File: src/design/msort_pkg.sv
// msort_pkg: shared constants for the merge sort engine
// no dependencies; imported by msort_ram, msort_ctrl, merge_sort_engine, msort_props, msort_checker and the bench

package msort_pkg;

  localparam int unsigned DEPTH_DEF   = 64;  // default batch capacity
  localparam int unsigned VALUE_W     = 32;  // width of one element
  localparam int unsigned IN_TDATA_W  = 32;  // value, byte aligned
  localparam int unsigned OUT_TDATA_W = 32;  // sorted_value, byte aligned
  localparam int unsigned OUT_TUSER_W = 1;   // overflow

endpackage

File: src/design/msort_ctrl.sv
// msort_ctrl: load, bottom-up merge pass sequencer and emit control
// depends on msort_pkg; drives the two msort_ram instances in ping-pong

module msort_ctrl
  import msort_pkg::*;
#(
  parameter int unsigned DEPTH = DEPTH_DEF,
  parameter int unsigned AW    = 6,
  parameter int unsigned CW    = 7
) (
  input  logic               clk,
  input  logic               rst,
  // input words
  input  logic               s_tvalid,
  output logic               s_tready,
  input  logic [VALUE_W-1:0] s_value,
  input  logic               s_last,
  // result words
  output logic               m_tvalid,
  input  logic               m_tready,
  output logic [VALUE_W-1:0] m_value,
  output logic               m_last,
  output logic               m_ovf,
  // memory ports
  output logic               we0,
  output logic               we1,
  output logic [AW-1:0]      waddr,
  output logic [VALUE_W-1:0] wdata,
  output logic [AW-1:0]      raddr_a,
  output logic [AW-1:0]      raddr_b,
  input  logic [VALUE_W-1:0] rd0_a,
  input  logic [VALUE_W-1:0] rd0_b,
  input  logic [VALUE_W-1:0] rd1_a,
  input  logic [VALUE_W-1:0] rd1_b
);

  localparam int unsigned XW = CW + 2;

  typedef enum logic [1:0] {
    S_LOAD,
    S_SETUP,
    S_MERGE,
    S_EMIT
  } state_t;

  state_t             state;
  logic [CW-1:0]      count;
  logic               ovf;
  logic [CW-1:0]      n;
  logic [XW-1:0]      w;
  logic [XW-1:0]      lo;
  logic [CW-1:0]      mid;
  logic [CW-1:0]      hi;
  logic [CW-1:0]      i;
  logic [CW-1:0]      j;
  logic [CW-1:0]      k;
  logic               src;
  logic               pend;
  logic               ovalid;
  logic [VALUE_W-1:0] odata;
  logic               olast;

  logic               accept;
  logic               room;
  logic [CW-1:0]      n_load;
  logic [XW-1:0]      n_x;
  logic [XW-1:0]      w2;
  logic [XW-1:0]      mid_x;
  logic [XW-1:0]      hi_x;
  logic [CW-1:0]      mid_c;
  logic [CW-1:0]      hi_c;
  logic [VALUE_W-1:0] rd_a;
  logic [VALUE_W-1:0] rd_b;
  logic               take_l;
  logic [CW-1:0]      i_next;
  logic [CW-1:0]      j_next;
  logic [CW-1:0]      k_next;
  logic [XW-1:0]      lo_next;
  logic               issue;
  logic               out_take;

  assign s_tready = (state == S_LOAD);
  assign accept   = s_tvalid && s_tready;
  assign room     = (count < CW'(DEPTH));
  assign n_load   = room ? count + CW'(1) : count;

  assign n_x   = XW'(n);
  assign w2    = w << 1;
  assign mid_x = lo + w;
  assign hi_x  = lo + w2;
  assign mid_c = (mid_x < n_x) ? mid_x[CW-1:0] : n;
  assign hi_c  = (hi_x < n_x) ? hi_x[CW-1:0] : n;

  assign rd_a = src ? rd1_a : rd0_a;
  assign rd_b = src ? rd1_b : rd0_b;

  // left run wins ties, so the sort stays stable
  assign take_l = (i < mid) && ((j >= hi) || ($signed(rd_a) <= $signed(rd_b)));
  assign i_next  = i + CW'(take_l);
  assign j_next  = j + CW'(!take_l);
  assign k_next  = k + CW'(1);
  assign lo_next = lo + w2;

  assign out_take = ovalid && m_tready;
  assign issue    = (state == S_EMIT) && !pend && (k < n) && (!ovalid || m_tready);

  always_comb begin
    we0     = 1'b0;
    we1     = 1'b0;
    waddr   = k[AW-1:0];
    wdata   = take_l ? rd_a : rd_b;
    raddr_a = k[AW-1:0];
    raddr_b = j_next[AW-1:0];
    unique case (state)
      S_LOAD: begin
        we0   = accept && room;
        waddr = count[AW-1:0];
        wdata = s_value;
      end
      S_SETUP: begin
        raddr_a = lo[AW-1:0];
        raddr_b = mid_c[AW-1:0];
      end
      S_MERGE: begin
        // merge writes go to the other bank
        we0     = src;
        we1     = !src;
        raddr_a = i_next[AW-1:0];
        raddr_b = j_next[AW-1:0];
      end
      S_EMIT: begin
        raddr_a = k[AW-1:0];
      end
      default: begin
        raddr_a = k[AW-1:0];
      end
    endcase
  end

  always_ff @(posedge clk) begin
    if (rst) begin
      state  <= S_LOAD;
      count  <= '0;
      ovf    <= 1'b0;
      pend   <= 1'b0;
      ovalid <= 1'b0;
    end else begin
      unique case (state)
        S_LOAD: begin
          if (accept) begin
            if (room) begin
              count <= count + CW'(1);
            end else begin
              ovf <= 1'b1;
            end
            if (s_last) begin
              n    <= n_load;
              w    <= XW'(1);
              lo   <= '0;
              src  <= 1'b0;
              k    <= '0;
              pend <= 1'b0;
              state <= (n_load > CW'(1)) ? S_SETUP : S_EMIT;
            end
          end
        end
        S_SETUP: begin
          i     <= lo[CW-1:0];
          j     <= mid_c;
          k     <= lo[CW-1:0];
          mid   <= mid_c;
          hi    <= hi_c;
          state <= S_MERGE;
        end
        S_MERGE: begin
          i <= i_next;
          j <= j_next;
          if (k_next == hi) begin
            if (lo_next >= n_x) begin
              // pass finished, swap banks
              w   <= w2;
              src <= !src;
              lo  <= '0;
              k   <= '0;
              state <= (w2 >= n_x) ? S_EMIT : S_SETUP;
            end else begin
              lo    <= lo_next;
              state <= S_SETUP;
            end
          end else begin
            k <= k_next;
          end
        end
        S_EMIT: begin
          // a read is only issued once the output register is free
          if (pend) begin
            odata  <= rd_a;
            olast  <= (k == n);
            ovalid <= 1'b1;
            pend   <= 1'b0;
          end else if (out_take) begin
            ovalid <= 1'b0;
          end
          if (issue) begin
            k    <= k_next;
            pend <= 1'b1;
          end
          if (out_take && olast) begin
            count <= '0;
            ovf   <= 1'b0;
            state <= S_LOAD;
          end
        end
        default: begin
          state <= S_LOAD;
        end
      endcase
    end
  end

  assign m_tvalid = ovalid;
  assign m_value  = odata;
  assign m_last   = olast;
  assign m_ovf    = ovf;

endmodule

File: config.mk
export PLATFORM = sky130hd
export DESIGN_NAME = msort_ctrl
export DESIGN_NICKNAME = d
export VERILOG_FILES = /design/src/design/msort_pkg.sv /design/src/design/msort_ctrl.sv
export SDC_FILE = /design/constraint.sdc
export NUM_CORES = 1
export LEC_CHECK = 0
export BUFFER_PORTS_ARGS = -buffer_cell sky130_fd_sc_hd__clkbuf_2
export CORE_MARGIN = 1
export CORE_UTILIZATION = 54
export DETAILED_ROUTE_END_ITERATION = 7
export HOLD_SLACK_MARGIN = 0.15
export PLACE_DENSITY = 0.86
export REMOVE_ABC_BUFFERS = 1
export SLEW_MARGIN = 10
export SYNTH_ARGS = -nofsm -noshare
export SYNTH_HDL_FRONTEND = slang
export SYNTH_SLANG_ARGS = --single-unit
export TNS_END_PERCENT = 30
File: constraint.sdc
create_clock -name clk -period 5.8 [get_ports clk]
set_input_delay 0.58 -clock clk [delete_from_list [all_inputs] [get_ports clk]]
set_output_delay 0.58 -clock clk [all_outputs]
set_load 0.005 [all_outputs]
==> flow_summary.yaml <==
detailed_routing:
  vias: 8432
  dr.pass1.iters: 5
  routedWlPerCell_um: 20.61
  drc: 0
  ant_nets: 0
  drt_iter0_drc: 679
  wirelength_um: 28070
  vias_per_cell: 6.191
finish:
  final_util_pct: 66.41
  nets: 1404
  syn_to_final_growth_pct: 18.85
  insertedDiodeCount: 0
  drive_above_1_share_pct: 29.23
  fin_area_mm2: 0.01066
flow_run:
  cap_violations: 0
timing:
  relSlewSlack_pct: 20.13
  layout_min_cycle_time_ps: 5379
  worst_slew_pin_slew_ps: 1194
  max_freq_mhz: 185.9
  finalHoldViolCount: 0
  fin_skew_ps: 9.225
  drv_slew: 0
  grt_setup_unrepaired: "no"
  finalCritPeriodShare_pct: 92.75
  worst_slack_ps: 420.7
  setup_viol: 0
  setup-tns-final_ps: 0
pwr:
  internal_power_mw: 2.608
  p_sw_mw: 2.342
  irDropWorstVdd_uv: 261.3
  seq_power_share_pct: 23.8
  combPwrFrac_pct: 63.6
  power_density_mw_per_mm2: 464.2
  power.total_mw: 4.950
  pwr-share-clk_pct: 12.6
  p_sw_share_pct: 47.32
  leakage_nw: 4.728
critical_path:
  critical_path_class: "flop to primary output"
  critPathLaunchType: "flop"
  crit-reg2reg-launch: "src$_SDFFCE_PN0P_"
  worstPathRequired_ps: 5220
  arrival_ps: 4800
  crit_path_start: "src$_SDFFCE_PN0P_"
  critPathMaxFanout: 65
  end_kind: "primary output"
synth:
  ys.flop_type: "edfxtp_1"
  yosys.area.top_type: "edfxtp_1"
  synth_edf_count: 94
  syn_avg_cell_area_um2: 9.774
  yosys_warnings: 0
  synth_seq_cells: 106
  synthTopCellsByArea: "edfxtp_1, ha_1, mux2_2"
  synth_top_cell_area_share_pct: 31.46
  ys_seq_area_share_pct: 34.14
  syn_inst: 918
  syn_area_mm2: 0.008972
  async_flop_share_pct: 0
  synth_cell_types: 62
floorplanning:
  io_pins: 253
  die_y_um: 130.9
  dieArea_mm2: 0.01713
  start_util_pct: 55.88
  coreArea_mm2: 0.01606
  die_w_um: 130.9
  num_rows: 46
clock_network:
  clkSinkCount: 106
  holdBufCountCts: 0
  cts_post_setup_buffers_inserted: 0
  clkTransAtPathRegs_ps: 70
  root_buffer: "clkbuf_16"
  htree_num_levels: 3
  clockBufferDepth: 2
  cts_tree: "yes"
  insertion_delay_ps: 360
  cts_resized: 0
  numCtsBuffers: 9
global_route:
  grt_pass1_vias: 7742
  grt.total_usage_pct: 32.41
  grt_pass1_wl_um: 41230
  grt_start_max_net_pins: 66
  grt-ovfl-total: 0
  antenna_found_initial: 0
place:
  dp_slack_ps: 888.5
  globalplace.congestion: 1.073
  io_buffers: 252
  place_area_mm2: 0.01038
  hpwl_um: 21810
hold_path:
  hp-start: "m_tvalid$_SDFFE_PP0P_"
  hold_class: "flop to flop"
run_status:
  status: "finished clean"
worst paths after layout:
check,depth (start not counted),to,slack (ps)
setup / recovery,16,raddr_a[2],420
hold / removal,2,m_tvalid$_SDFFE_PP0P_,500
setup reg to reg,16,j[6]$_DFFE_PP_,1410
hold reg to reg,2,m_tvalid$_SDFFE_PP0P_,500
cell usage after synthesis, types with 4 or more instances:
cell type / number
and3_1: 4
nor4b_1: 31
edfxtp_1: 94
mux2_2: 41
o31ai_1: 41
a211oi_1: 8
nand4_1: 15
and2_1: 12
o21ai_0: 31
nor3_1: 7
buf_4: 4
clkbuf_1: 32
xor2_1: 12
a31oi_1: 17
a311oi_1: 33
a21oi_1: 36
xnor2_1: 25
o21a_1: 8
nand2_1: 83
dfxtp_1: 12
nand3_1: 15
inv_1: 46
o31a_1: 4
buf_2: 7
mux2i_1: 32
nor2b_1: 8
nor2_1: 77
a21o_1: 11
buf_1: 6
a22oi_1: 15
ha_1: 96
per-stage QoR:
step	std cells	hold slack, ps
detailed placement	1346	483.0
CTS	1362	494.1
floorplan	865	456.8
global route	1362	521.8
global placement	1346	476.9
finish	1362	495.4
worst max-delay path, stage by stage, from the launching register on:
cell	delay [ps]
edfxtp_1	430
buf_12	350
mux2_2	430
ha_1	340
a21oi_2	200
o21ai_2	120
a2111oi_4	280
o2111ai_2	240
and4bb_1	270
nor3_1	390
inv_1	90
ha_1	240
ha_1	240
xor2_1	160
nand2_1	120
a31oi_1	320
clkbuf_2	170
state kept, by name (all words and copies together), names as in the netlist:
register	flops
n	7
m_tvalid	1
m_last	1
mid	7
lo	9
w	9
hi	7
j	7
m_ovf	1
i	7
state	2
m_value	32
count	7
k	7
src	1
pend	1
metal layers:
metal | track usage, % | vias to the layer above | part of all wire [%]
met3 | 5.822 | 89 | 8.1
met2 | 52.41 | 461 | 47
met4 | 17.92 | 0 | 5.1
met5 | 0 | - | 0
li1 | - | 3941 | -
met1 | 41.09 | 3941 | 39
power by group through the flow:
stage | logic (mW) | registers [mW] | clock network, mW
global placement | 3.01 | 1.19 | 0
finish | 3.15 | 1.18 | 0.623
floorplan | 2.06 | 1.17 | 0
detailed placement | 3.08 | 1.19 | 0
global route | 3.45 | 1.19 | 0.651
CTS | 3.10 | 1.18 | 0.628
cell usage in the layout, fill, tap and decap left out, types with 4 or more instances in the layout:
cell type	n
a31oi_1	17
nor2b_1	8
nand2_1	83
inv_1	46
ha_1	95
xnor2_1	25
a21o_1	11
o21a_1	8
clkbuf_2	252
a211oi_1	8
o31a_1	4
and3_1	4
buf_4	12
edfxtp_1	94
nor4b_1	31
o21ai_0	31
a22oi_1	15
mux2i_1	32
a21oi_1	35
clkbuf_16	9
a311oi_1	33
nor2_1	76
and2_1	11
nor3_1	7
mux2_2	41
xor2_1	12
nand3_1	15
dfxtp_1	12
o31ai_1	41
nand4_1	15
cells by family after synthesis:
family                     Yosys count  synth area share (%)
muxes                               73                 8.716
buffers and inverters              100                 4.783
DFF                                106                 34.14
other                                1               0.04180
xor gates and xnor gates            40                 4.365
AOI/OAI and AO/OA                  229                 18.71
adders and majority gates           98                 13.83
and+or+nand+nor                    271                 15.41
area by class of cell:
| cell class | count | area [µm²] |
|---|---|---|
| tap | 216 | 270.3 |
| sequential | 106 | 3063 |
| clock buffer | 11 | 232.7 |
| clock inverter | 5 | 55.05 |
| multi-input combinational | 713 | 5499 |
| fill | 1283 | 5394 |
| inverter | 46 | 172.7 |
| timing repair buffer | 265 | 1371 |
No activity file was read; power rests on OpenSTA's default activity.
